===== config.mk =====
export PLATFORM = sky130hd
export DESIGN_NAME = cbc_fifo
export DESIGN_NICKNAME = d
export VERILOG_FILES = /design/src/rtl/core/cbc_pkg.sv /design/src/rtl/core/cbc_fifo.sv
export SDC_FILE = /design/constraint.sdc
export NUM_CORES = 1
export LEC_CHECK = 0
export ABC_AREA = 1
export CORE_MARGIN = 8
export CORE_UTILIZATION = 25
export DETAILED_ROUTE_END_ITERATION = 16
export DONT_BUFFER_PORTS = 1
export GPL_TIMING_DRIVEN = 0
export PLACE_DENSITY = 0.44
export RECOVER_POWER = 25
export SLEW_MARGIN = 20
export SYNTH_ARGS = -nofsm -noshare
export SYNTH_HDL_FRONTEND = slang
export SYNTH_SLANG_ARGS = --single-unit

===== constraint.sdc =====
create_clock -name clk -period 5.27 [get_ports clk]
set_input_delay 0.7905 -clock clk [delete_from_list [all_inputs] [get_ports clk]]
set_output_delay 0.7905 -clock clk [all_outputs]
set_load 0.01 [all_outputs]

===== src/rtl/core/cbc_pkg.sv =====
package cbc_pkg;

    localparam int RAM_BANKS_DEF  = 4;
    localparam int RAM_BANK_ROWS  = 4096;   // 8 KiB bank split over two byte-wide halves
    localparam int ROW_MAX_W      = 14;
    localparam int ROM_ADDR_W     = 21;
    localparam int FIFO_DEPTH     = 2;

    localparam logic       CMD_READ  = 1'b0;
    localparam logic       CMD_WRITE = 1'b1;

    localparam logic       STATUS_OK       = 1'b0;
    localparam logic       STATUS_UNMAPPED = 1'b1;

    localparam logic [1:0] TGT_ROM  = 2'd0;
    localparam logic [1:0] TGT_RAM  = 2'd1;
    localparam logic [1:0] TGT_CTRL = 2'd2;

    // Control register windows, selected by address bits 14:13.
    localparam logic [1:0] CTL_RAM_ENABLE = 2'd0;
    localparam logic [1:0] CTL_ROM_LOW    = 2'd1;
    localparam logic [1:0] CTL_BANK_HIGH  = 2'd2;
    localparam logic [1:0] CTL_MODE       = 2'd3;

    localparam logic [3:0] RAM_ENABLE_KEY = 4'hA;
    localparam logic [6:0] ROM_BANK_RESET = 7'd1;

    typedef struct packed {
        logic                    is_ram;
        logic                    cmd;
        logic                    word;
        logic                    ram_en;
        logic                    lo_odd;
        logic [ROW_MAX_W-1:0]    row_even;
        logic [ROW_MAX_W-1:0]    row_odd;
        logic [15:0]             write_value;
        logic                    status;
        logic [1:0]              target;
        logic [ROM_ADDR_W-1:0]   rom_address;
        logic [15:0]             prev;
    } entry_t;

endpackage


===== src/rtl/core/cbc_fifo.sv =====
module cbc_fifo
    import cbc_pkg::*;
(
    input  logic    clk,
    input  logic    rst_n,
    input  logic    push,
    input  entry_t  din,
    input  logic    pop,
    output entry_t  dout,
    output logic    empty,
    output logic    full
);

    entry_t      slot_reg [FIFO_DEPTH];
    logic        wr_ptr_reg, wr_ptr_next;
    logic        rd_ptr_reg, rd_ptr_next;
    logic [1:0]  count_reg, count_next;

    assign empty = (count_reg == 2'd0);
    assign full  = (count_reg == 2'(FIFO_DEPTH));
    assign dout  = slot_reg[rd_ptr_reg];

    always_comb
    begin
        wr_ptr_next = push ? !wr_ptr_reg : wr_ptr_reg;
        rd_ptr_next = pop ? !rd_ptr_reg : rd_ptr_reg;
        count_next  = count_reg + 2'(push) - 2'(pop);
    end

    always_ff @(posedge clk)
    begin
        if (push)
        begin
            slot_reg[wr_ptr_reg] <= din;
        end
    end

    always_ff @(posedge clk or negedge rst_n)
    begin
        if (!rst_n)
        begin
            wr_ptr_reg <= 1'b0;
            rd_ptr_reg <= 1'b0;
            count_reg  <= 2'd0;
        end
        else
        begin
            wr_ptr_reg <= wr_ptr_next;
            rd_ptr_reg <= rd_ptr_next;
            count_reg  <= count_next;
        end
    end

endmodule


### After elaboration in Yosys (flattened, before gate mapping)

Memories as Yosys holds them, arrays and structs flattened.
Index checks and enable logic that the tools add are counted.

* equality and inequality tests: 1
* multiplexer cells: 2
* reductions and logical operators: 3
* $add $sub $neg: 2

Operators by type and width (count)
* $add 2x1->2: 1
* $eq 2x2->1 const B: 1
* $logic_not 1->1: 2
* $logic_not 2->1: 1
* $mux 1: 2
* $sub 2x1->2: 1

* bits in writable memories: 178
* bits in registers: 4
* word-level logic and storage cells: 12
* input port bits: 93
* memories: 1
* output and inout port bits: 91

Memories
* slot_reg: words 2, width 89, read ports 1, clocked after memory_dff 0, write ports 1, line cbc_fifo.sv:14 `entry_t slot_reg [FIFO_DEPTH];`

### Longest topological paths before layout

* depth after elaboration: 2
* mapped depth: 7
* depth with buffers taken out: 7

### Worst setup path before layout

OpenSTA, ideal clock, no wires.

* path kind: input -> register
* start point: input push
* end point: memory slot_reg[0][0] (netlist name), enable pin
* data required time: 4.730 ns
* data arrival time: 4.557 ns
* setup time: 0.540 ns
* slack: 0.173 ns
* stages on the path: 2
* path buffers: 0
* cells stage by stage: inv_1 > nor2_1

* longest elaborated chain between the ends: 2

RTL lines
* start: declaration: line cbc_fifo.sv:6 `input logic push,`
* $mux 1: line cbc_fifo.sv:32 `if (push)`
* $mux 1 (not written as such): line cbc_fifo.sv:34 `slot_reg[wr_ptr_reg] <= din;`
* end: declaration: line cbc_fifo.sv:14

No other way between the ends.

==> metrics.cfg <==
[outcome]
status = finished clean

[route]
wl_met3_mm = 1.82
dr_wl_met2_mm = 7.76
ant_nets = 0
vias_per_cell = 3.92
wire_per_inst_um = 17.5
met1Wirelength_mm = 6.11
wirelength_mm = 15.9
dr_total_vias = 3550
highest_layer = met4
drt_iter0_drc = 158
dr.pass1.iters = 4
drc = 0

[setup_path]
end_kind = output pin
path_class = reg2out
path_cells = buf_6, clkbuf_1, o21ai_0
start_kind = register
cp_slowest_cell = o21ai_0
arrival_ns = 1.84
critPathMaxStageDelay_ns = 0.65
path_buf_inv = 2
cpLargestDelayFamily = compound AO/OA/AOI/OAI gates
crit_path_max_fanout = 10
required_ns = 4.48

[placement]
io_buffers = 0
dpl_cell_area_um2 = 7520
hpwl_mm = 11.2
gp_congestion = 0.701

[global_route]
antenna_found_initial = 0
grt_pass1_wl_mm = 23.4
grt_pass1_vias = 3676
overflow = 0
grt_use_total = 0.0960
grt_max_degree = 65

[timing]
rsz0062_at_grt = no
fmaxAchievable_mhz = 380
fin_worst_skew_ns = 0.00684
setup_viol = 0
tightest_slew_ns = 0.703
period_share = 0.500
finalCriticalPeriod_ns = 2.63
relSlewSlack = 0.526
finalHoldViolations = 0
slew_viol_final = 0

[cts]
ctsHoldBuffers = 0
path_clk_slew_ns = 0.07
cts.sinks = 182
cts_setup_buffers = 0
cts_root_buffer = clkbuf_16
cts_tree = yes
cts_buffers = 17
cts_buffer_depth = 2
cts_resized = 0
clk_latency_ns = 0.42
htreeDepth = 4

[pwr]
p_per_area_nw_per_um2 = 562
p_leak_nw = 3.04
peakVddDrop_uv = 220
power_mw = 4.57

[layout]
multi_input_area_um2 = 943
fin_area_um2 = 8120
drive_gt1_frac = 0.125
regArea_um2 = 5450
fillers = 2751
area_delta_synth_final_pct = 17.3
fin_nets = 609
utilization = 0.295
antenna_cells = 0
largest_reg_flops = 178

[synthesis]
synth_edf_count = 178
yosysTopAreaCellShare = 0.772
yosysSeqAreaShare = 0.787
syn-cell-area_um2 = 6920
synth_most_common_cell = edfxtp_1
postSynthNetCount = 585
syn_inst = 490
netlist.top_cell.by_area = edfxtp_1
synth-seq-cells = 182
synth_area_per_cell_um2 = 14.1
yosys_warnings = 0
synth_common_cells = edfxtp_1, inv_1, nand2_1, o21ai_0, o21ai_2
synthFlopType = edfxtp_1
yosysUniqueCellTypes = 15
synthTopCellsByArea = edfxtp_1, inv_1, nand2_1
async_reset_ff_frac = 0.0220

[floorplan]
design.die.area_um2 = 33300
die_h_um = 182
placementRows = 61
die_w_um = 182
fp.coreArea_um2 = 27600
initial_core_util = 0.251
pin_count = 184

[run]
maxCapViolCount = 0

[worst_hold_path]
hold_class = in2async

-- cells in the final DEF (no fill, tap or decap), types with 2 or more instances in the layout --
cell type and n:
edfxtp_1 178, inv_1 95, nand2_1 95, o21ai_0 68, o21ai_2 20, clkbuf_16 17, buf_6 12, clkbuf_1 10
bufinv_16 4, dfrtp_1 4, clkinv_1 3, buf_12 3, nor2_1 2, xor2_1 2, ha_1 2, clkinv_2 2
clkinvlp_4 2, buf_16 2
-- layer usage --
metal / vias to the layer above / global-route usage
met3: 8 / 0.0559
met5: - / 0
li1: 1701 / -
met4: 0 / 0.0295
met1: 1716 / 0.102
met2: 125 / 0.159
-- cell families (layout without fill, tap and decap cells) --
kind of cell | count (synthesis) | count (layout) | share of synthesized area
AOI/OAI and AO/OA | 89 | 89 | 0.0752
xor gates and xnor gates | 2 | 2 | 0.00253
adders and majority gates | 2 | 2 | 0.00361
buffers and inverters | 116 | 153 | 0.0781
DFF | 182 | 182 | 0.787
and+or+nand+nor | 99 | 99 | 0.0539
-- final cells by class --
cell class              count  share of cell area
plain buffers              20              0.0222
clock inverters            11              0.0193
inverters                  96              0.0450
clock buffers              21              0.0542
repair buffers              5              0.0142
flip-flops and latches    182               0.671
well taps                 378              0.0583
multi-input cells         192               0.116
-- where the power goes --
part	total [mW]	internal, mW	switching [mW]
sequential	1.98	1.92	0.0652
clock	1.31	0.788	0.520
combinational	1.27	0.337	0.936
total	4.57	3.04	1.52
-- path summary, 6_finish.rpt --
kind | from | to | slack (ns) | cells past startpoint
worst min-delay path | rst_n | count_reg[0] | 0.06 | 0
worst max-delay path | rd_ptr_reg | dout[29] | 2.64 | 3
min in group clk | pop | rd_ptr_reg | 0.45 | 1
max in group asynchronous | rst_n | rd_ptr_reg | 5.14 | 0
worst max register to register | wr_ptr_reg | slot_reg[1][18] | 3.72 | 3
worst min register to register | wr_ptr_reg | wr_ptr_reg | 0.55 | 1
-- stage by stage --
stage	std cells	setup slack, ns	hold slack [ns]	TNS, ns
2_1_floorplan	490	0.173	0.463	0
6_report	905	2.64	0.0571	0
4_1_cts	905	2.49	0.0184	0
3_3_place_gp	868	-2.27	0.476	-201.65
5_1_grt	905	2.46	0.0215	0
3_5_place_dp	873	2.97	0.495	0
(Power assumes the default switching activity.)
