File: src/rtl/core/cbc_pkg.sv
package cbc_pkg;

    localparam int RAM_BANKS_DEF  = 4;
    localparam int RAM_BANK_ROWS  = 4096;   // 8 KiB bank split over two byte-wide halves
    localparam int ROW_MAX_W      = 14;
    localparam int ROM_ADDR_W     = 21;
    localparam int FIFO_DEPTH     = 2;

    localparam logic       CMD_READ  = 1'b0;
    localparam logic       CMD_WRITE = 1'b1;

    localparam logic       STATUS_OK       = 1'b0;
    localparam logic       STATUS_UNMAPPED = 1'b1;

    localparam logic [1:0] TGT_ROM  = 2'd0;
    localparam logic [1:0] TGT_RAM  = 2'd1;
    localparam logic [1:0] TGT_CTRL = 2'd2;

    // Control register windows, selected by address bits 14:13.
    localparam logic [1:0] CTL_RAM_ENABLE = 2'd0;
    localparam logic [1:0] CTL_ROM_LOW    = 2'd1;
    localparam logic [1:0] CTL_BANK_HIGH  = 2'd2;
    localparam logic [1:0] CTL_MODE       = 2'd3;

    localparam logic [3:0] RAM_ENABLE_KEY = 4'hA;
    localparam logic [6:0] ROM_BANK_RESET = 7'd1;

    typedef struct packed {
        logic                    is_ram;
        logic                    cmd;
        logic                    word;
        logic                    ram_en;
        logic                    lo_odd;
        logic [ROW_MAX_W-1:0]    row_even;
        logic [ROW_MAX_W-1:0]    row_odd;
        logic [15:0]             write_value;
        logic                    status;
        logic [1:0]              target;
        logic [ROM_ADDR_W-1:0]   rom_address;
        logic [15:0]             prev;
    } entry_t;

endpackage

File: src/rtl/core/cbc_front.sv
module cbc_front
    import cbc_pkg::*;
#(
    parameter int RAM_BANKS = RAM_BANKS_DEF
)
(
    input  logic         clk,
    input  logic         rst_n,
    input  logic         accept,
    input  logic         cmd,
    input  logic         word_access,
    input  logic [15:0]  bus_address,
    input  logic [15:0]  write_value,
    output entry_t       entry
);

    logic [6:0]  rom_bank_reg, rom_bank_next;
    logic [1:0]  ram_bank_reg, ram_bank_next;
    logic        rom_mode_reg, rom_mode_next;
    logic        ram_en_reg, ram_en_next;

    logic        ram_hit;
    logic        unmapped;
    logic        ctrl_write;
    logic [1:0]  bank_eff;
    logic [12:0] off0;
    logic [12:0] off1;
    logic [12:0] even_off;
    logic [12:0] odd_off;
    logic [4:0]  low5;

    assign ram_hit    = (bus_address[15:13] == 3'b101);
    assign unmapped   = bus_address[15] && !ram_hit;
    assign ctrl_write = !bus_address[15] && (cmd == CMD_WRITE);

    always_comb
    begin
        if (RAM_BANKS == 1)
        begin
            bank_eff = 2'd0;
        end
        else if (int'(ram_bank_reg) >= RAM_BANKS)
        begin
            bank_eff = ram_bank_reg - 2'(RAM_BANKS);
        end
        else
        begin
            bank_eff = ram_bank_reg;
        end
    end

    // A word access always touches one even and one odd byte, even when it wraps
    // at the end of a bank, so each byte-wide half sees at most one row.
    assign off0     = bus_address[12:0];
    assign off1     = off0 + 13'd1;
    assign even_off = off0[0] ? off1 : off0;
    assign odd_off  = off0[0] ? off0 : off1;

    assign low5 = (write_value[4:0] == 5'd0) ? 5'd1 : write_value[4:0];

    always_comb
    begin
        entry             = '0;
        entry.cmd         = cmd;
        entry.word        = word_access;
        entry.write_value = write_value;
        entry.ram_en      = ram_en_reg;
        entry.lo_odd      = off0[0];
        entry.row_even    = {bank_eff, even_off[12:1]};
        entry.row_odd     = {bank_eff, odd_off[12:1]};
        entry.status      = STATUS_OK;
        entry.target      = TGT_ROM;

        if (ram_hit)
        begin
            entry.is_ram = 1'b1;
            entry.target = TGT_RAM;
        end
        else if (unmapped)
        begin
            entry.status = STATUS_UNMAPPED;
        end
        else if (cmd == CMD_READ)
        begin
            if (!bus_address[14])
            begin
                entry.rom_address = {5'd0, bus_address};
            end
            else
            begin
                entry.rom_address = {rom_bank_reg, bus_address[13:0]};
            end
        end
        else
        begin
            entry.target = TGT_CTRL;
            case (bus_address[14:13])
                CTL_RAM_ENABLE: entry.prev = {15'd0, ram_en_reg};
                CTL_ROM_LOW:    entry.prev = {9'd0, rom_bank_reg};
                default:        entry.prev = 16'd0;
            endcase
        end
    end

    always_comb
    begin
        rom_bank_next = rom_bank_reg;
        ram_bank_next = ram_bank_reg;
        rom_mode_next = rom_mode_reg;
        ram_en_next   = ram_en_reg;
        if (accept && ctrl_write)
        begin
            case (bus_address[14:13])
                CTL_RAM_ENABLE:
                begin
                    ram_en_next = (write_value[3:0] == RAM_ENABLE_KEY);
                end
                CTL_ROM_LOW:
                begin
                    rom_bank_next = {rom_bank_reg[6:5], low5};
                end
                CTL_BANK_HIGH:
                begin
                    if (!rom_mode_reg)
                    begin
                        ram_bank_next = write_value[1:0];
                    end
                    else
                    begin
                        rom_bank_next = {write_value[1:0], rom_bank_reg[4:0]};
                    end
                end
                CTL_MODE:
                begin
                    rom_mode_next = !write_value[0];
                end
                default:
                begin
                    rom_mode_next = rom_mode_reg;
                end
            endcase
        end
    end

    always_ff @(posedge clk or negedge rst_n)
    begin
        if (!rst_n)
        begin
            rom_bank_reg <= ROM_BANK_RESET;
            ram_bank_reg <= 2'd0;
            rom_mode_reg <= 1'b1;
            ram_en_reg   <= 1'b0;
        end
        else
        begin
            rom_bank_reg <= rom_bank_next;
            ram_bank_reg <= ram_bank_next;
            rom_mode_reg <= rom_mode_next;
            ram_en_reg   <= ram_en_next;
        end
    end

endmodule

File: config.mk
export PLATFORM = sky130hd
export DESIGN_NAME = cbc_front
export DESIGN_NICKNAME = d
export VERILOG_FILES = /design/src/rtl/core/cbc_pkg.sv /design/src/rtl/core/cbc_front.sv
export SDC_FILE = /design/constraint.sdc
export NUM_CORES = 1
export LEC_CHECK = 0
export BUFFER_PORTS_ARGS = -buffer_cell sky130_fd_sc_hd__buf_2
export CAP_MARGIN = 20
export CORE_MARGIN = 2
export CORE_UTILIZATION = 37
export CTS_CLUSTER_SIZE = 14
export DETAILED_ROUTE_END_ITERATION = 8
export PLACE_DENSITY = 0.9
export REMOVE_ABC_BUFFERS = 1
export SLEW_MARGIN = 20
export SYNTH_ARGS = -nofsm -noshare
export SYNTH_HDL_FRONTEND = slang
export SYNTH_SLANG_ARGS = --single-unit
File: constraint.sdc
create_clock -name clk -period 1.6 [get_ports clk]
set_input_delay 0.16 -clock clk [delete_from_list [all_inputs] [get_ports clk]]
set_output_delay 0.16 -clock clk [all_outputs]
set_load 0.005 [all_outputs]
* Word level (Yosys, flattened, before mapping)
Index checks and enable logic that the tools add are counted.
** Word-level totals
- Register bits after elaboration :: 11
- Output and inout port bits :: 89
** Operators by class
- Add/subtract/negate cells :: 1
- Eq/ne operators :: 5
- Multiplexer cells :: 16
- Bitwise gates (word level) :: 3
- Reduce and logical (&&, ||, !) cells :: 13
** Operators by type and width (count)
- 2-to-1 mux 21 bit :: 2
- 2-to-1 mux 39 bit :: 1
- 2-to-1 mux 37 bit :: 1
- case mux 7 bit (2 select lines) :: 2
- 2-to-1 mux 13 bit :: 2
- 2-to-1 mux 16 bit :: 1
- adder 13 x 1 -> 13 bit, second input constant :: 1
- 2-to-1 mux 7 bit :: 1
- AND reduction 3 bit :: 2
- zero test 5 bit :: 1
- 2-to-1 mux 5 bit :: 1
- == test 2 bit, second input constant :: 2
- == test 4 bit, second input constant :: 1
- 2-to-1 mux 2 bit :: 2
- AND reduction 2 bit :: 2
- AND reduction 4 bit :: 1
- == test 3 bit, second input constant :: 1
- logical AND 1 bit :: 3
- zero test 1 bit :: 3
- 2-to-1 mux 1 bit :: 3
- inverter 1 bit :: 3
- == test 2 x 1 -> 1 bit, second input constant :: 1
- zero test 2 bit :: 1

* Longest topological paths before layout
- Depth after elaboration :: 5
- Gate-level depth with buffers :: 4

* Least setup slack after synthesis
No wires, ideal clock.
- Path type :: input port to flip-flop
- Start point :: in bus_address[14]
- End point :: reg rom_bank_reg[1]
- Data arrival time :: 1137 ps
- Setup slack :: 338 ps
- Stages on the path :: 4
- Cells stage by stage :: clkbuf_1 -> or2b_2 -> nor2_4 -> mux2_2
** Between the ends
- Longest elaborated chain between the ends :: 3
** Ends and longest elaborated chain
- start, declared :: line cbc_front.sv:12 : input logic [15:0] bus_address,
- == test 2 bit :: line cbc_front.sv:113 : case (bus_address[14:13])
- inverter 1 bit (no source line)
- AND reduction 3 bit (no source line)
- end signal, assigned :: line cbc_front.sv:156 : rom_bank_reg <= rom_bank_next;
- end, declared :: line cbc_front.sv:17 : logic [6:0] rom_bank_reg, rom_bank_next;
Several ways; a longest one is shown, not always the timed one. The select of a mux whose other input is x is not followed.
A chain may end at the register's enable or synchronous reset.

==> results by group <==
CTS
  – TritonCTS clock tree: done
  – CTS Buf Count: 3
  – CTS Buffer Depth: 2
  – CTS Root Cell: clkbuf_4
  – Clock sink count: 11
  – Clk_lat worst skew: 270 ps
  – Clk slew on worst S/H paths: 70 ps
  – H-tree Lvls: 1

Pwr
  – Peak supply drop: 0.399 mV
  – Power Dens Cells: 554 nW/um^2
  – Static leakage: 0.958 nW
  – PnR Total Power: 924 uW

Min path
  – Hold path endpoint: rom_mode_reg
  – HP Start: write_value[0]
  – Worst hold path class: input pin to register
  – Hold Path Stages: 2

Detailed routing
  – Routed WL: 3690 microns
  – Antenna Violating Nets Remaining: 0
  – DR vias/cell: 4.70
  – Max Used Layer: met4
  – Met1 wire length: 1340 microns
  – Metal3 WL: 473 microns
  – Pre-antenna DRT Iters: 3
  – Vias: 1289
  – Residual DRC: 0
  – Iter 0 DRT Violations: 65
  – Met2 WL: 1820 microns
  – WL/cell: 13.5 microns

Logic synthesis
  – Synthesized instance count: 163
  – Synth Area per Inst: 8.18 sq um
  – Synthesized flop and latch total: 11
  – Area contributors post-synth: buf_4, dfrtp_1, and2_1
  – Seq/Total Area, Yosys: 0.208
  – Yosys Warn Count: 0
  – Largest area contributor in the netlist: buf_4
  – Synth top area share: 0.186
  – Post-Synthesis Cell Area: 1330 sq um
  – Synth cell types: 35

Worst setup path
  – RR Endpoint: rom_bank_reg[6]
  – Worst Setup End Kind: output port
  – WS Path Type: input pin to output port
  – Worst Path Arrival: 1370 ps
  – Reg-to-reg startpoint: rom_mode_reg
  – Worst-path fanout max: 8
  – Flop-to-flop setup slack: 250 ps
  – CP Data Required Time: 1440 ps
  – CP startpoint kind: input pin
  – R2r worst-path depth: 2

Global route
  – Total congestion overflow: 0
  – Largest net degree at the start of global routing: 19
  – Global Route Usage Sum: 0.178
  – Antenna violations before repair: 0
  – Vias in the first global route: 1175
  – Global-route wire length before repair: 5660 microns

STA
  – Slew Viols, Final: 0
  – Final Cycle Share: 0.954
  – Final Setup Violations: 0
  – Post-layout min period: 1530 ps
  – Worst Setup Slack, final: 74.1 ps
  – Fin. Hold Viols: 0
  – Fin Hold WS: 120 ps
  – Worst clock skew: 2.94 ps
  – Max Fclk: 0.655 GHz

Die
  – Initial cell density of the core: 0.393
  – Total core area: 3390 sq um
  – Die H: 64.0 microns
  – Die ar.: 4100 sq um
  – Std-Cell Rows: 21
  – Die width: 64.0 microns
  – Top Ports: 126

Finish
  – Area delta synth->final: 25.2%
  – Max reg flops: 7
  – Fin nets: 268
  – Filler Cell Count: 340
  – Non-Filler Instances: 274
  – Share of layout cells above drive strength 1: 0.526
  – N_diodes: 0
  – Fin area: 1670 sq um

Run status
  – Status: finished clean

Job
  – Max cap viols: 0

Placed design
  – Inst Count DP: 267
  – Post-DP HPWL: 2990 microns
  – DP Worst Slack: 24.4 ps
  – PortBufs: 92
  – DP Area: 1600 sq um
  – GPL Wtd Cong: 0.748
## routing by layer
layer,GRT usage,vias up
li1,-,623
met5,0,-
met3,0.107,6
met4,0.0652,0
met1,0.188,598
met2,0.289,62
## area by class of cell
type / count / area (sq um) / share of cell area
flip-flops and latches: 11 / 278 / 0.167
multi-input cells: 111 / 791 / 0.474
repair buffers: 96 / 493 / 0.296
clock buffers: 4 / 26.3 / 0.0158
well taps: 46 / 57.6 / 0.0345
inverters: 6 / 22.5 / 0.0135
## Yosys cell counts, drive strengths merged
cell and instances:
and2 18, and3 7, buf 35, clkbuf 8
conb 1, dfrtp 9, dfstp 2, ha 2
inv 6, mux2 9, mux2i 1, nand2 6
nand3 2, nand3b 1, nand4 4, nand4b 2
nor2 11, nor3 10, nor3b 1, nor4 2
nor4bb 1, o21ai 2, o31ai 2, or2 1
or2b 2, or3 1, xnor2 5, xor2 12
## power breakdown
part	total [mW]	switching (mW)	internal, mW
Sequential	0.381	0.0390	0.342
Combinational	0.351	0.168	0.182
Clock	0.192	0.0958	0.0964
## critical path, stage by stage
cell	delay, ps
buf_2	170
ha_4	170
nand4b_1	230
nor3_1	300
xor2_1	190
buf_2	140
## logic make-up after synthesis
family,share of synthesized area
buffers and inverters,0.234
other,0.00281
flip-flops,0.208
AND/OR/NAND/NOR,0.316
adder cells (fa/ha/maj),0.0188
XOR/XNOR,0.112
AO/OA/AOI/OAI,0.0188
multiplexers,0.0892
## metrics by stage
step           TNS (ps)  utilization
5_1_grt           -77.0        0.492
3_3_place_gp          0        0.472
4_1_cts               0        0.482
2_1_floorplan         0            -
6_report              0        0.492
3_5_place_dp          0        0.472
## worst max path at each step
stage / slack [ps] / to / startpoint / cells after the start
floorplan: 350 / rom_bank_reg[5] / rom_mode_reg / 2
global placement: 110 / entry[67] / bus_address[0] / 6
detailed placement: 20 / entry[67] / bus_address[0] / 6
CTS: 20 / entry[67] / bus_address[0] / 6
global route: -60 / entry[79] / bus_address[0] / 6
finish: 70 / entry[67] / bus_address[0] / 6
## layout by cell type (no fill, tap or decap), drive strengths merged, types with 4 or more instances in the layout
master	netlist	final
nor2	11	11
nand2	6	6
conb	1	9
nand4	4	4
and3	7	7
nor3	10	10
mux2	9	9
and2	18	18
dfrtp	9	9
xor2	12	12
buf	35	95
clkbuf	8	4
xnor2	5	5
inv	6	6
## what timing repair did
| item | CTS | global route |
|---|---|---|
| setup buffers | 0 | 2 |
| endpoints found under the hold margin | 11 | 0 |
| gates resized for setup | 0 | 3 |
| hold buffers | 1 | 0 |
| endpoints found under the setup margin | 0 | 5 |
(Power assumes the default switching activity.)
